### src/hdl/ifre_pkg.sv
// Shared constants, codes and controller/datapath interface types for the flip/rotate engine.
`timescale 1ns / 1ps
package ifre_pkg;

  // Default geometry limits
  localparam int MAX_PIXELS_DEF = 16384;
  localparam int MAX_DIM        = 1024;

  // Field widths
  localparam int W_MODE = 3;
  localparam int W_DIM  = 11;
  localparam int W_POS  = 10;
  localparam int W_PIX  = 32;
  localparam int W_STAT = 2;
  localparam int W_CFGI = 2;
  localparam int W_TOT  = 2 * W_DIM;

  // Transform modes
  localparam logic [W_MODE-1:0] MODE_VFLIP = 3'd0;
  localparam logic [W_MODE-1:0] MODE_HFLIP = 3'd1;
  localparam logic [W_MODE-1:0] MODE_TRANS = 3'd2;
  localparam logic [W_MODE-1:0] MODE_CW    = 3'd3;
  localparam logic [W_MODE-1:0] MODE_CCW   = 3'd4;

  // Result status codes
  localparam logic [W_STAT-1:0] ST_OK     = 2'd0;
  localparam logic [W_STAT-1:0] ST_FULL   = 2'd1;
  localparam logic [W_STAT-1:0] ST_EARLY  = 2'd2;
  localparam logic [W_STAT-1:0] ST_TOOBIG = 2'd3;

  // Register indexes
  localparam logic [W_CFGI-1:0] REG_MODE   = 2'd0;
  localparam logic [W_CFGI-1:0] REG_WIDTH  = 2'd1;
  localparam logic [W_CFGI-1:0] REG_HEIGHT = 2'd2;

  // Item kinds
  localparam logic KIND_STORE = 1'b0;
  localparam logic KIND_FETCH = 1'b1;

  // Controller to datapath
  typedef struct packed {
    logic take;      // latch the incoming word
    logic eval;      // geometry, wrap and position stage
    logic addr;      // status, address, store write, counter update
    logic read;      // frame store read
    logic load_out;  // load the output register
  } ifre_cmd_t;

  // Datapath to controller
  typedef struct packed {
    logic out_busy;  // output register holds a word that is stalled
  } ifre_sts_t;

endpackage

### src/hdl/ifre_ctrl.sv
// Sequencer for the flip/rotate engine: walks each word through eval, address, read, respond.
`timescale 1ns / 1ps
module ifre_ctrl (
  input  logic               clk,
  input  logic               rst,
  input  logic               in_valid,
  output logic               in_stall,
  output ifre_pkg::ifre_cmd_t cmd,
  input  ifre_pkg::ifre_sts_t sts
);

  localparam logic [2:0] S_IDLE = 3'd0;
  localparam logic [2:0] S_EVAL = 3'd1;
  localparam logic [2:0] S_ADDR = 3'd2;
  localparam logic [2:0] S_READ = 3'd3;
  localparam logic [2:0] S_RESP = 3'd4;

  logic [2:0] state;
  logic [2:0] state_next;

  always_comb begin
    state_next   = state;
    cmd          = '0;
    unique case (state)
      S_IDLE: begin
        cmd.take = in_valid;
        if (in_valid) begin
          state_next = S_EVAL;
        end
      end
      S_EVAL: begin
        cmd.eval   = 1'b1;
        state_next = S_ADDR;
      end
      S_ADDR: begin
        cmd.addr   = 1'b1;
        state_next = S_READ;
      end
      S_READ: begin
        cmd.read   = 1'b1;
        state_next = S_RESP;
      end
      S_RESP: begin
        if (!sts.out_busy) begin
          cmd.load_out = 1'b1;
          state_next   = S_IDLE;
        end
      end
      default: begin
        state_next = S_IDLE;
      end
    endcase
  end

  assign in_stall = (state != S_IDLE);

  always_ff @(posedge clk) begin
    if (rst) begin
      state <= S_IDLE;
    end else begin
      state <= state_next;
    end
  end

`ifndef SYNTH
  a_take_starts_eval: assert property (@(posedge clk) disable iff (rst)
    (in_valid && !in_stall) |=> (state == S_EVAL))
    else $error("accepted word did not enter eval");

  a_load_not_busy: assert property (@(posedge clk) disable iff (rst)
    cmd.load_out |-> !sts.out_busy)
    else $error("output loaded over a stalled word");

  a_read_then_resp: assert property (@(posedge clk) disable iff (rst)
    (state == S_READ) |=> (state == S_RESP))
    else $error("read stage not followed by response");
`endif

endmodule

### config.mk
export PLATFORM = sky130hd
export DESIGN_NAME = ifre_ctrl
export DESIGN_NICKNAME = d
export VERILOG_FILES = /design/src/hdl/ifre_pkg.sv /design/src/hdl/ifre_ctrl.sv
export SDC_FILE = /design/constraint.sdc
export NUM_CORES = 1
export LEC_CHECK = 0
export BUFFER_PORTS_ARGS = -buffer_cell sky130_fd_sc_hd__buf_4
export CORE_AREA = 2 2 39 41
export DETAILED_ROUTE_END_ITERATION = 8
export DIE_AREA = 0 0 41 43
export PLACE_DENSITY = 0.32
export SLEW_MARGIN = 20
export SYNTH_ARGS = -nofsm -noshare
export SYNTH_HDL_FRONTEND = slang
export SYNTH_SLANG_ARGS = --single-unit
### constraint.sdc
create_clock -name clk -period 0.9 [get_ports clk]
set_input_delay 0.135 -clock clk [delete_from_list [all_inputs] [get_ports clk]]
set_output_delay 0.135 -clock clk [all_outputs]
set_load 0.01 [all_outputs]
==> impl_metrics.ini, run 1 <==
[cts]
clock_transition_at_the_registers_of_the_reported_paths_ns = 0.04
clock_sink_count = 3
total_clock_buffers_created_by_cts = 3
cts-root-buf = clkbuf_4
cts_hold_buffers = 0
insertion_delay_ns = 0.23
cts-root-to-sink-buffers = 2
clock_tree_from_tritoncts = built
cts_htree_levels = 1

[pwr]
max-vdd-ir-drop_mv = 0.395
leakage_nw = 0.174
power_density_nw_per_um2 = 1630
totalPowerFinal_uw = 595

[final_layout]
post_route_cells_drive_above_1_share_pct = 76.5
layout.cells.most_common = buf_4
largest_reg_flops = 3
area_growth_pct = 111
largest_registers = state (3)
antenna_cells = 0
layout.core_utilization_pct = 26.3
final_nets = 39
top_reg_by_flops = state
finish.cell_count_without_fillers = 50
most_frequent_cells_in_the_layout = buf_4, buf_6, clkbuf_4, nor3b_2, dfxtp_2

[logic_synthesis]
ys_ff_latch = 3
number_of_nets_produced_by_synthesis = 21
synth.area.top_cells = dfxtp_1, nor3b_1, and4bb_1
synthesis.area_per_instance_sq_um = 10.2
synth_top_area_share_pct = 34.8
synthCells = 17
cell_area_after_synthesis_sq_um = 173
synth-seq-area-share_pct = 34.8
synth.largest_area_cell = dfxtp_1
yosys_warnings = 0
synth.lib_cells_used.distinct = 14

[sta]
hold_viol = 0
rsz_0062_raised_after_global_routing = yes
final_worst_setup_slack_ns = -0.361
min_period_over_period_pct = 140
timing.setup.tns_ns = -1.91
clock-skew-final_ns = 0.00211
worstMarginPinSlew_ns = 0.196
slew_headroom_pct = 86.8
hold_ws_ns = 0.0692
clock.fmax_mhz = 793
final-setup-viol-count = 7
maxSlewViolCount = 0
timing.final.crit_period_ns = 1.26

[grt]
grt_pass1_vias = 193
grt.total_usage_pct = 6.81
antenna_found_initial = 0
global_route.overflow_total = 0
grt_start_max_net_pins = 8
grt_pass1_wl_um = 765

[routing]
routed_wire_length_per_instance_um = 9.34
detail_route.drc_violations = 0
vias = 183
viasPerCell = 3.66
firstDrtPassIters = 2
routed_wl_um = 467
ant_nets = 0
initialDrtViolationCount = 2

[setup_path]
critPathKind = register to output port
worstSetupStartpointType = register
timing.critical_path.to_type = output port
worst-endpoint-arrival_ns = 1.13
required_ns = 0.76
crit_path_max_fanout = 2

[job]
max_cap_viol_count = 0

[place]
place_congestion = 0.704
port_buffers = 9
post-dp-hpwl_um = 332
place_inst = 44

[floorplanning]
die-height_um = 43
fp.dieArea_sq_um = 1760
die_width_um = 41
design.core.area_sq_um = 1380
io-pin-count = 10
floorplan.initialDensity_pct = 12.5
placementRows = 14

[run_status]
violations = negative setup slack
outcome = complete, but fails checks

[worst_hold_path]
min_delay_worst_type = input pin to register
report_power, final:
group	switching (mW)	internal [mW]
sequential	0.0146	0.149
clock	0.0712	0.166
combinational	0.0758	0.119
repair_timing:
action                     4_1_cts  5_1_grt
pin swaps                        2        1
setup endpoints to repair        7        7
resized for setup                9        1
buffers inserted                 1        1
logic make-up (layout without fill, tap and decap cells):
logic type | Yosys count | count (layout) | synth area share [%]
simple gates | 10 | 10 | 45.6
compound gates | 1 | 1 | 5.80
xor+xnor | 1 | 1 | 5.07
buf+inv | 2 | 19 | 8.69
flops | 3 | 3 | 34.8
through the flow:
step	cell area [sq um]	worst slack [ns]
after floorplan	180	-0.131
after CTS	348	-0.374
after detailed placement	279	-0.162
final	364	-0.361
after global placement	279	-0.161
after global routing	364	-0.424
path summary, 6_finish.rpt:
path,start,slack [ns],endpoint,cells past startpoint
max,state[2],-0.36,cmd[4],3
min,rst,0.07,state[0],2
max reg2reg,state[1],-0.19,state[2],4
min reg2reg,state[0],0.54,state[0],2
per-layer routing:
layer	GRT usage, %	wire length, um	vias to the layer above
li1	-	-	94
met2	9.38	275	4
met5	0	0	-
met4	6.00	19	0
met3	3.14	13	2
met1	7.32	159	83
area by class of cell:
cell class | count | area (sq um)
Clock buffer | 4 | 26.3
Fill cell | 150 | 1020
Inverter | 1 | 3.75
Multi-Input combinational cell | 12 | 128
Sequential cell | 3 | 66.3
Tap cell | 16 | 20.0
Timing Repair Buffer | 14 | 120
synthesized netlist by cell type:
cell type / n
dfxtp_1: 3
nor3b_1: 2
and3b_2: 1
and4bb_1: 1
buf_6: 1
inv_1: 1
nor2_1: 1
nor2_2: 1
nor3_1: 1
nor4_1: 1
nor4b_1: 1
o21ba_1: 1
or3_4: 1
xnor2_1: 1
worst max-delay path, cell delays in order (launching register included):
cell	delay [ns]
dfxtp_2	0.31
or3_4	0.40
nor2_4	0.09
buf_6	0.10
(Power assumes the default switching activity.)
==> run 2, diff against run 1 <==
--- a/config.mk
+++ b/config.mk
@@ -16 +16,2 @@
 export SYNTH_SLANG_ARGS = --single-unit
+export TNS_END_PERCENT = 10
--- a/constraint.sdc
+++ b/constraint.sdc
@@ -3,2 +3,2 @@
 set_output_delay 0.135 -clock clk [all_outputs]
-set_load 0.01 [all_outputs]
+set_load 0.1 [all_outputs]
==> impl_metrics.ini, run 2 (synthesized netlist as in run 1, its figures left out) <==
[floorplanning]
placementRows = 14
io-pin-count = 10
design.core.area_sq_um = 1380
die-height_um = 43
die_width_um = 41
fp.dieArea_sq_um = 1760
floorplan.initialDensity_pct = 12.5

[setup_path]
crit_path_max_fanout = 2
reg2reg_to = state[2]
regToRegSetupSlack_ns = -0.10
timing.critical_path.to_type = output port
critPathKind = register to output port
crit_path_top_delay_cell = or3_4
timing.critical_path.depth = 3
reg2reg_depth = 4
cp-endpoint = cmd[4]
startpoint = state[0]
cp.buffers_inverters = 1
cp_cell_sequence = or3_4 -> nor2_4 -> buf_12
worstSetupStartpointType = register
worst-endpoint-arrival_ns = 1.23
required_ns = 0.76
critPathTopFamily = simple AND/OR/NAND/NOR gates
critical-path-max-stage-delay_ns = 0.40
reg2reg_from = state[2]

[sta]
final-setup-viol-count = 7
clock-skew-final_ns = 0.00245
worstMarginPinSlew_ns = 0.277
maxSlewViolCount = 0
clock.fmax_mhz = 734
rsz_0062_raised_after_global_routing = yes
final_worst_setup_slack_ns = -0.462
slew_headroom_pct = 81.7
hold_ws_ns = 0.0800
timing.final.crit_period_ns = 1.36
min_period_over_period_pct = 151
hold_viol = 0

[place]
place_inst = 46
place_congestion = 0.734
detailed_place.area_sq_um = 330
post-place-ws_ns = -0.298
port_buffers = 9

[final_layout]
largest_registers = state (3)
design_area_sq_um = 430
post_route_cells_drive_above_1_share_pct = 79.4
layout.cells.most_common = buf_4
final_nets = 39
antenna_cells = 0
most_frequent_cells_in_the_layout = buf_4, buf_6, buf_12, clkbuf_4, dfxtp_2
finish.cell_count_without_fillers = 50
top_reg_by_flops = state
largest_reg_flops = 3
area_growth_pct = 149

[grt]
global_route.overflow_total = 0
grt.total_usage_pct = 7.20
antenna_found_initial = 0
grt_pass1_vias = 230
grt_pass1_wl_um = 848
grt_start_max_net_pins = 8

[pwr]
leakage_nw = 0.185
power_density_nw_per_um2 = 1990
switching_share_pct = 43.1
pwr-share-clk_pct = 27.5
totalPowerFinal_uw = 858
max-vdd-ir-drop_mv = 0.542
power.combinational.fraction_pct = 54.2
switching_power_uw = 370
internal-power_uw = 488
seq_power_share_pct = 18.3

[routing]
routed_wl_um = 466
initialDrtViolationCount = 2
detail_route.drc_violations = 0
firstDrtPassIters = 2
routed_wire_length_per_instance_um = 9.32
ant_nets = 0
viasPerCell = 3.86
vias = 193

[run_status]
violations = negative setup slack
outcome = complete, but fails checks

[cts]
cts-root-to-sink-buffers = 2
cts-root-buf = clkbuf_4
clock_sink_count = 3
cts_hold_buffers = 0
clock_transition_at_the_registers_of_the_reported_paths_ns = 0.04
cts_htree_levels = 1
insertion_delay_ns = 0.23
total_clock_buffers_created_by_cts = 3
clock_tree_from_tritoncts = built

[worst_hold_path]
min_delay_worst_type = input pin to register
holdCritStartpoint = rst

[job]
max_cap_viol_count = 0
-- run 2: cell counts in the layout (fill, tap and decap cells not counted) --
Identical to the previous run, type by type.
-- run 2: layout make-up --
class,count,area (sq um)
Fill cell,144,953
Clock buffer,4,26.3
Tap cell,16,20.0
Sequential cell,3,63.8
Inverter,1,3.75
Timing Repair Buffer,14,170
Multi-Input combinational cell,12,146
-- run 2: what timing repair did --
item                       4_1_cts  5_1_grt
gates cloned                     0        0
pin swaps                        0        2
setup endpoints to repair        8        8
setup buffers                    0        0
gates resized for setup         16        3
-- run 2: how the worst min path moves through the flow --
stage | end | cells after the start
floorplan | state[1] | 1
global placement | state[1] | 2
detailed placement | state[0] | 2
CTS | state[1] | 2
global route | state[0] | 2
finish | state[0] | 2
-- run 2: power groups by stage --
stage	registers [mW]	clock network [mW]	logic [mW]
global route	0.159	0.261	0.482
finish	0.157	0.236	0.465
floorplan	0.165	0	0.312
global placement	0.157	0	0.398
detailed placement	0.156	0	0.401
CTS	0.156	0.247	0.461
-- run 2: through the flow --
| stage | TNS (ns) | util, % |
|---|---|---|
| detailed placement | -1.55 | 23.9 |
| global route | -2.84 | 31.1 |
| CTS | -2.64 | 30.3 |
| finish | -2.52 | 31.1 |
| floorplan | -3.52 | - |
| global placement | -1.55 | 23.9 |
-- run 2: layer usage --
metal  global-route usage (%)  wire length, um  vias up
li1                         -                -       94
met1                     7.94              189       88
met2                     10.9              236        9
met3                     1.57               25        2
met4                     6.00               14        0
met5                        0                0        -
